### config.mk
export PLATFORM = sky130hd
export DESIGN_NAME = skht_ctrl
export DESIGN_NICKNAME = d
export VERILOG_FILES = /design/src/design/skht_pkg.sv /design/src/design/skht_ctrl.sv
export SDC_FILE = /design/constraint.sdc
export NUM_CORES = 1
export LEC_CHECK = 0
export ABC_CLOCK_PERIOD_IN_PS = 2200
export BUFFER_PORTS_ARGS = -buffer_cell sky130_fd_sc_hd__buf_2
export CAP_MARGIN = 10
export CORE_MARGIN = 5
export CORE_UTILIZATION = 45
export DETAILED_ROUTE_END_ITERATION = 8
export GPL_TIMING_DRIVEN = 0
export PLACE_DENSITY_LB_ADDON = 0.1
export SLEW_MARGIN = 25
export SYNTH_ARGS = -nofsm -noshare
export SYNTH_HDL_FRONTEND = slang
export SYNTH_SLANG_ARGS = --single-unit
export TNS_END_PERCENT = 30
### constraint.sdc
create_clock -name clk_i -period 2.2 [get_ports clk_i]
set_input_delay 0.22 -clock clk_i [delete_from_list [all_inputs] [get_ports clk_i]]
set_output_delay 0.22 -clock clk_i [all_outputs]
set_load 0.01 [all_outputs]
### src/design/skht_pkg.sv
// Shared types and constants for the string-key hash table.
package skht_pkg;

  localparam int unsigned HashW = 32;

  typedef enum logic [1:0] {
    OP_INSERT = 2'd0,
    OP_SEARCH = 2'd1,
    OP_DELETE = 2'd2,
    OP_NONE   = 2'd3
  } opcode_e;

  typedef enum logic [2:0] {
    ST_OK       = 3'd0,
    ST_NOTFOUND = 3'd1,
    ST_DUP      = 3'd2,
    ST_FULL     = 3'd3,
    ST_TOOLONG  = 3'd4
  } status_e;

  typedef enum logic [1:0] {
    SLOT_EMPTY   = 2'd0,
    SLOT_USED    = 2'd1,
    SLOT_DELETED = 2'd2
  } slot_e;

  typedef enum logic [3:0] {
    S_COLLECT,
    S_MOD,
    S_PROBE,
    S_CMP_ISSUE,
    S_CMP_WAIT,
    S_INS_CLR,
    S_INS_COPY,
    S_DEL_CLR,
    S_OUT
  } state_e;

  // controller to datapath
  typedef struct packed {
    logic key_take;    // absorb one input beat into key/hash
    logic mod_start;   // latch hash and begin modulo
    logic probe_init;  // load probe index from home bucket
    logic probe_next;  // advance probe index
    logic cmp_init;    // restart byte compare at byte 0
    logic cmp_next;    // advance byte compare pointer
    logic ins_commit;  // write status/len/value of insert slot
    logic del_commit;  // mark slot deleted
    logic wr_clear;    // write zero byte at pointer
    logic wr_copy;     // write key byte at pointer
    logic key_clear;   // reset key length, hash, overflow
    logic res_load;    // load result register
    status_e res_status;
    logic res_slot;    // result carries probe index
    logic res_value;   // result carries slot value
  } cmd_t;

  // datapath to controller
  typedef struct packed {
    logic    mod_done;
    slot_e   slot_state;  // status of probe slot
    logic    len_match;
    logic    byte_match;
    logic    cmp_end;     // pointer has reached key length
    logic    ptr_full;    // pointer reached KEY_LEN
    logic    probe_last;  // all buckets visited
    logic    overflow;
    opcode_e opcode;
  } sts_t;

endpackage

### src/design/skht_ctrl.sv
// Sequencer for key collection, probe walk, compare and slot updates.
module skht_ctrl (
  input  logic            clk_i,
  input  logic            rst_ni,
  input  logic            s_valid_i,
  input  logic            s_last_i,
  output logic            s_ready_o,
  input  logic            out_free_i,
  input  skht_pkg::sts_t  sts_i,
  output skht_pkg::cmd_t  cmd_o
);

  skht_pkg::state_e state_q, state_d;
  logic key_match;
  assign key_match = sts_i.len_match && sts_i.cmp_end && sts_i.byte_match;

  always_ff @(posedge clk_i or negedge rst_ni) begin
    if (!rst_ni) begin
      state_q <= skht_pkg::S_COLLECT;
    end else begin
      state_q <= state_d;
    end
  end

  assign s_ready_o = (state_q == skht_pkg::S_COLLECT);

  always_comb begin
    state_d = state_q;
    case (state_q)
      skht_pkg::S_COLLECT: begin
        if (s_valid_i && s_last_i) state_d = skht_pkg::S_MOD;
      end
      skht_pkg::S_MOD: begin
        if (sts_i.overflow || sts_i.opcode == skht_pkg::OP_NONE) begin
          state_d = skht_pkg::S_OUT;
        end else if (sts_i.mod_done) begin
          state_d = skht_pkg::S_PROBE;
        end
      end
      skht_pkg::S_PROBE: begin
        if (sts_i.slot_state == skht_pkg::SLOT_USED) begin
          if (sts_i.len_match) state_d = skht_pkg::S_CMP_ISSUE;
          else if (sts_i.probe_last) state_d = skht_pkg::S_OUT;
        end else if (sts_i.opcode == skht_pkg::OP_INSERT) begin
          state_d = skht_pkg::S_INS_CLR;
        end else if (sts_i.slot_state == skht_pkg::SLOT_EMPTY || sts_i.probe_last) begin
          state_d = skht_pkg::S_OUT;
        end
      end
      skht_pkg::S_CMP_ISSUE: state_d = skht_pkg::S_CMP_WAIT;
      skht_pkg::S_CMP_WAIT: begin
        if (key_match) begin
          state_d = (sts_i.opcode == skht_pkg::OP_DELETE) ? skht_pkg::S_DEL_CLR
                                                          : skht_pkg::S_OUT;
        end else if (!sts_i.byte_match) begin
          state_d = sts_i.probe_last ? skht_pkg::S_OUT : skht_pkg::S_PROBE;
        end else begin
          state_d = skht_pkg::S_CMP_WAIT;
        end
      end
      skht_pkg::S_INS_CLR: begin
        if (sts_i.ptr_full) state_d = skht_pkg::S_INS_COPY;
      end
      skht_pkg::S_INS_COPY: begin
        if (sts_i.cmp_end) state_d = skht_pkg::S_OUT;
      end
      skht_pkg::S_DEL_CLR: begin
        if (sts_i.ptr_full) state_d = skht_pkg::S_OUT;
      end
      skht_pkg::S_OUT: begin
        if (out_free_i) state_d = skht_pkg::S_COLLECT;
      end
      default: state_d = skht_pkg::S_COLLECT;
    endcase
  end

  always_comb begin
    cmd_o = '0;
    cmd_o.res_status = skht_pkg::ST_OK;
    case (state_q)
      skht_pkg::S_COLLECT: begin
        cmd_o.key_take = s_valid_i;
        cmd_o.mod_start = s_valid_i && s_last_i;
      end
      skht_pkg::S_MOD: begin
        cmd_o.probe_init = sts_i.mod_done;
        if (sts_i.overflow) cmd_o.res_status = skht_pkg::ST_TOOLONG;
        else cmd_o.res_status = skht_pkg::ST_NOTFOUND;
        cmd_o.res_load = sts_i.overflow || sts_i.opcode == skht_pkg::OP_NONE;
      end
      skht_pkg::S_PROBE: begin
        cmd_o.cmp_init = 1'b1;
        if (sts_i.slot_state == skht_pkg::SLOT_USED) begin
          if (!sts_i.len_match) begin
            cmd_o.probe_next = 1'b1;
            cmd_o.res_load = sts_i.probe_last;
          end
        end else if (sts_i.opcode != skht_pkg::OP_INSERT) begin
          cmd_o.probe_next = (sts_i.slot_state == skht_pkg::SLOT_DELETED);
          cmd_o.res_load = sts_i.slot_state == skht_pkg::SLOT_EMPTY || sts_i.probe_last;
        end
        cmd_o.res_status = (sts_i.opcode == skht_pkg::OP_INSERT) ? skht_pkg::ST_FULL
                                                                 : skht_pkg::ST_NOTFOUND;
      end
      skht_pkg::S_CMP_ISSUE: cmd_o.cmp_next = 1'b1;
      skht_pkg::S_CMP_WAIT: begin
        if (key_match) begin
          cmd_o.res_slot = 1'b1;
          if (sts_i.opcode == skht_pkg::OP_INSERT) begin
            cmd_o.res_status = skht_pkg::ST_DUP;
            cmd_o.res_load = 1'b1;
          end else if (sts_i.opcode == skht_pkg::OP_SEARCH) begin
            cmd_o.res_value = 1'b1;
            cmd_o.res_load = 1'b1;
          end else begin
            cmd_o.del_commit = 1'b1;
            cmd_o.cmp_init = 1'b1;
          end
        end else if (!sts_i.byte_match) begin
          cmd_o.probe_next = 1'b1;
          cmd_o.res_load = sts_i.probe_last;
          cmd_o.res_status = (sts_i.opcode == skht_pkg::OP_INSERT) ? skht_pkg::ST_FULL
                                                                   : skht_pkg::ST_NOTFOUND;
        end else begin
          cmd_o.cmp_next = 1'b1;
        end
      end
      skht_pkg::S_INS_CLR: begin
        cmd_o.wr_clear = 1'b1;
        cmd_o.cmp_next = !sts_i.ptr_full;
        cmd_o.cmp_init = sts_i.ptr_full;
        cmd_o.ins_commit = sts_i.ptr_full;
      end
      skht_pkg::S_INS_COPY: begin
        cmd_o.wr_copy = !sts_i.cmp_end;
        cmd_o.cmp_next = !sts_i.cmp_end;
        cmd_o.res_load = sts_i.cmp_end;
        cmd_o.res_slot = 1'b1;
      end
      skht_pkg::S_DEL_CLR: begin
        cmd_o.wr_clear = 1'b1;
        cmd_o.cmp_next = !sts_i.ptr_full;
        cmd_o.res_load = sts_i.ptr_full;
        cmd_o.res_slot = 1'b1;
      end
      skht_pkg::S_OUT: cmd_o.key_clear = out_free_i;
      default: cmd_o = '0;
    endcase
  end

endmodule

# After elaboration in Yosys (flattened, before gate mapping)

Index checks and enable logic that the tools add are counted.

Reduce and logical (&&, ||, !) cells: 14
Muxes and demuxes: 53
Equality and inequality tests: 21

Operators by type and width:

| operator                                                              | count |
|---|---|
| 4-bit two-way mux                                                     | 18 |
| 4-bit case mux with 9 select lines                                    | 1 |
| 1-bit two-way mux                                                     | 23 |
| 4-bit by 3-bit equality test with 1-bit output, second input constant | 4 |
| 3-bit case mux with 3 select lines                                    | 1 |
| 4-bit by 2-bit equality test with 1-bit output, second input constant | 2 |
| 2-bit two-way mux                                                     | 4 |
| 2-bit inequality test, second input constant                          | 4 |
| 4-bit inequality test, second input constant                          | 2 |
| 8-bit AND reduction                                                   | 1 |
| 2-bit equality test, second input constant                            | 3 |
| 1-bit case mux with 5 select lines                                    | 1 |
| 2-bit by 1-bit equality test with 1-bit output, second input constant | 2 |
| 4-bit by 1-bit equality test with 1-bit output, second input constant | 1 |
| 4-bit equality test, second input constant                            | 1 |
| 2-bit logical NOT                                                     | 2 |
| 4-bit logical NOT                                                     | 1 |
| 1-bit case mux with 2 select lines                                    | 2 |
| 1-bit case mux with 4 select lines                                    | 1 |
| 2-bit OR reduction                                                    | 2 |
| 1-bit logical AND                                                     | 3 |
| 3-bit two-way mux                                                     | 1 |
| 3-bit inequality test, second input constant                          | 1 |
| 1-bit case mux with 3 select lines                                    | 1 |
| 4 further kinds                                                       | 6 |

Input bits: 16
Register bits after elaboration: 4
Output and inout port bits: 18

# Depth between registers and ports, before layout

Word-level depth: 6
Mapped depth: 6

# Worst setup path after synthesis

Ideal clock, no wire load.

Path kind: register -> register
Start point: register state_q[3]
End point: register state_q[0]
Stages on the path, launching flop included: 7
Path slack: 0.306 ns
Clock period less this slack: 1.894 ns
Data arrival time: 1.766 ns
Buffers on the path: 1
Required time: 2.072 ns
Library setup time: 0.128 ns
Cells stage by stage: dfrtp_1 buf_6 nor4_1 nand2_1 nand4_2 nor2_2 mux2_1

Cells in the longest elaborated chain, start to end: 3
Elaborated cells between the ends (all ways): 19
Classes of those cells: 16 x eq/ne; 1 x mux; 2 x reduce/logical

Ends and longest elaborated chain:

| item                                                       | line            | text |
|---|---|---|
| from (decl)                                                | skht_ctrl.sv:13 | `skht_pkg::state_e state_q, state_d;` |
| from (signal assigned)                                     | skht_ctrl.sv:19 | `state_q <= skht_pkg::S_COLLECT;` |
| from (signal assigned)                                     | skht_ctrl.sv:21 | `state_q <= state_d;` |
| 4-bit logical NOT *                                        | n/a             |  |
| via s_ready_o                                              | skht_ctrl.sv:7  | `output logic s_ready_o,` |
| 2-bit by 1-bit inequality test with 1-bit output (no line) | n/a             |  |
| 8-bit AND reduction (no line)                              | n/a             |  |

Mark *: on every way through the listed nets, which the timed path passes. The rest lies on a longest branch.
A chain may end at the register's enable or synchronous reset.

==> results_dict.tcl <==
set metrics [dict create \
    grt_pass1_vias 792 \
    dp_cells 147 \
    antenna_found_initial 0 \
    final-seq-area_um2 101 \
    cts_setup_buffers 0 \
    fin_area_um2 908 \
    io_pins 34 \
    drc 0 \
    vdd_drop_max_mv 0.571 \
    swShare_pct 48.4 \
    dp_hpwl_um 1680 \
    p_sw_uw 428 \
    clk_pin_slew_worst_paths_ps 40 \
    ys.warnings.count 0 \
    pwr-share-comb_pct 73.0 \
    slew_headroom_pct 51.4 \
    cts_tree "built" \
    critical_path.startpoint "state_q[0]$_DFFE_PN0P_" \
    grt_use_total_pct 17.5 \
    cts.htree.levels 1 \
    top_regs "state_q: 4 flops" \
    drtPass1Iterations 4 \
    required_ps 1980 \
    syn_inst 99 \
    fin_crit_sh_pct 94.5 \
    rsz0062_at_grt "no" \
    maxCapViolations 0 \
    fin_nets 152 \
    final_core_util_pct 61.0 \
    hold_viol 0 \
    top_register "state_q" \
    port_buffers 32 \
    cp.arrival_ps 1860 \
    grt_overflow 0 \
    endpoint_kind "primary output" \
    rows 14 \
    dieHeight_um 49.2 \
    place_area_um2 873 \
    rr_endpoint "state_q[1]$_DFFE_PN0P_" \
    internal-power_uw 457 \
    syn_area_per_cell_um2 7.00 \
    r2r_slack_ps 240 \
    ctsRootBufferMaster "clkbuf_4" \
    clkSinkCount 4 \
    finalSetupViolCount 0 \
    power_leakage_uw 0.000451 \
    power_frac_clock_pct 10.9 \
    finalCriticalPeriod_ps 2080 \
    seq_power_share_pct 16.0 \
    post_drt_wl_per_cell_um 14.2 \
    crit_end "cmd_o[12]" \
    tightest_slew_ps 722 \
    ant_nets 0 \
    syn_area_um2 693 \
    drive_gt1_share_pct 35.1 \
    area.growth.synth_to_final_pct 31.0 \
    fill_cells 138 \
    r2r_cells 5 \
    place_congestion 0.855 \
    multi_input_area_um2 563 \
    cts_buffers 3 \
    maxSlewViolCount 0 \
    rr_startpoint "state_q[1]$_DFFE_PN0P_" \
    pre_cts_ws_ps 239 \
    startpoint_type "flip-flop" \
    fin_cells 150 \
    start_util_pct 46.6 \
    skew_ps 5.11 \
    grt_max_degree 15 \
    syn_nets 115 \
    status "finished, final reports clean" \
    cp_max_fo 10 \
    timing.fmax_ghz 0.481 \
    core_area_mm2 0.00149 \
    die_w_um 49.2 \
    vias 881 \
    power_per_cell_area_mw_per_mm2 974 \
    cts_buffer_depth 2 \
    yosysSeqAreaShare_pct 14.4 \
    clock_latency_ps 240 \
    finalWirelength_um 2140 \
    critPathKind "reg2out" \
    viasPerCell 5.87 \
    finalWorstSetupSlack_ps 120 \
    grt_pass1_wl_um 3440 \
    antenna_cells 0 \
    final.setup.tns_ps 0 \
    synthDistinctLibCells 40 \
    drt_first_iter_violations 42 \
    die_area_mm2 0.00243 \
    hp-class "in2async" \
    largest_reg_flops 4 \
    ys_seq_elements 4 \
]
==> critical path: stages (launching register included) <==
cell,delay [ps]
dfrtp_1,400
buf_2,250
nor2_2,70
nand2_1,170
nor2_1,100
and2_1,180
or3_1,300
buf_2,150
==> placed cells by master (no fill, tap or decap), types with 3 or more instances in the layout <==
cell      instances
buf_2            33
nand2_1          12
nor2_1            8
and2_1            8
o21ai_0           6
a21oi_1           6
nor2b_1           4
nand2b_1          4
o22ai_1           3
clkbuf_4          3
dfrtp_1           3
==> cell families (layout without fill, tap and decap cells) <==
kind of cell	count (synthesis)	after routing	share of synthesized area, %
AO/OA/AOI/OAI	28	28	27.1
multiplexers	4	4	6.14
flip-flops	4	4	14.4
buffers and inverters	7	42	5.05
AND/OR/NAND/NOR	56	56	47.3
==> power by group through the flow <==
stage | Sequential, uW | Combinational [uW] | Clock (uW)
floorplan | 125 | 462 | 0
global placement | 131 | 636 | 0
detailed placement | 130 | 643 | 0
CTS | 138 | 634 | 98.9
global route | 148 | 704 | 106
finish | 142 | 646 | 96.5
==> synth_stat cells (all sizes together) <==
master / count / area [um2]
and3: 2 / 12.5
and2: 8 / 50.1
a211oi: 2 / 15.0
nor3: 1 / 5.00
a21oi: 6 / 30.0
and4bb: 1 / 12.5
clkbuf: 3 / 11.3
o21ai: 6 / 30.0
a21boi: 1 / 7.51
a211o: 2 / 17.5
a31oi: 1 / 6.26
or4b: 1 / 13.8
buf: 2 / 16.3
nor3b: 2 / 15.0
a222oi: 1 / 10.0
mux2: 2 / 22.5
or2: 2 / 12.5
nor2b: 5 / 31.3
dfrtp: 4 / 100
nor2: 10 / 40.0
nor4b: 1 / 8.76
or3b: 1 / 8.76
inv: 2 / 7.51
o31ai: 2 / 15.0
nor4: 1 / 6.26
o22ai: 3 / 18.8
nand3: 1 / 5.00
nand2b: 4 / 25.0
a41oi: 1 / 8.76
o221ai: 1 / 8.76
nand2: 12 / 45.0
o32a: 1 / 10.0
and4b: 1 / 10.0
nand3b: 1 / 7.51
mux2i: 2 / 20.0
or3: 1 / 6.26
nand4: 1 / 12.5
a221o: 1 / 10.0
==> metal layers <==
metal / routed length [um] / global-route usage (%)
met3: 177 / 3.67
met5: 0 / 0
met2: 996 / 27.3
met1: 946 / 22.8
met4: 15 / 7.62
==> worst min-delay path by stage <==
stage,from,slack (ps),end,cells after the start
floorplan,rst_ni,-80,state_q[0]$_DFFE_PN0P_,0
global placement,rst_ni,20,state_q[3]$_DFFE_PN0P_,1
detailed placement,rst_ni,30,state_q[2]$_DFFE_PN0P_,1
CTS,rst_ni,310,state_q[2]$_DFFE_PN0P_,2
global route,rst_ni,320,state_q[2]$_DFFE_PN0P_,2
finish,rst_ni,310,state_q[3]$_DFFE_PN0P_,2
==> repair_timing <==
item	in CTS	in global routing
endpoints found under the hold margin	4	0
hold buffers	1	0
pin swaps	0	0
setup endpoints to repair	1	3
resized for setup	0	3
==> metrics by stage <==
step	hold slack [ps]	total power (uW)
after floorplan	-75.6	587
after global placement	23.3	767
after detailed placement	27.3	773
after CTS	314	872
after global routing	324	958
final	311	885
==> cell type report <==
cell class | instances | share of cell area, %
Buffer | 4 | 2.62
Clock buffer | 3 | 2.48
Inverter | 2 | 0.826
Multi-Input combinational cell | 88 | 62.0
Sequential cell | 4 | 11.2
Tap cell | 16 | 2.20
Timing Repair Buffer | 33 | 18.7
No activity file was read; power rests on OpenSTA's default activity.
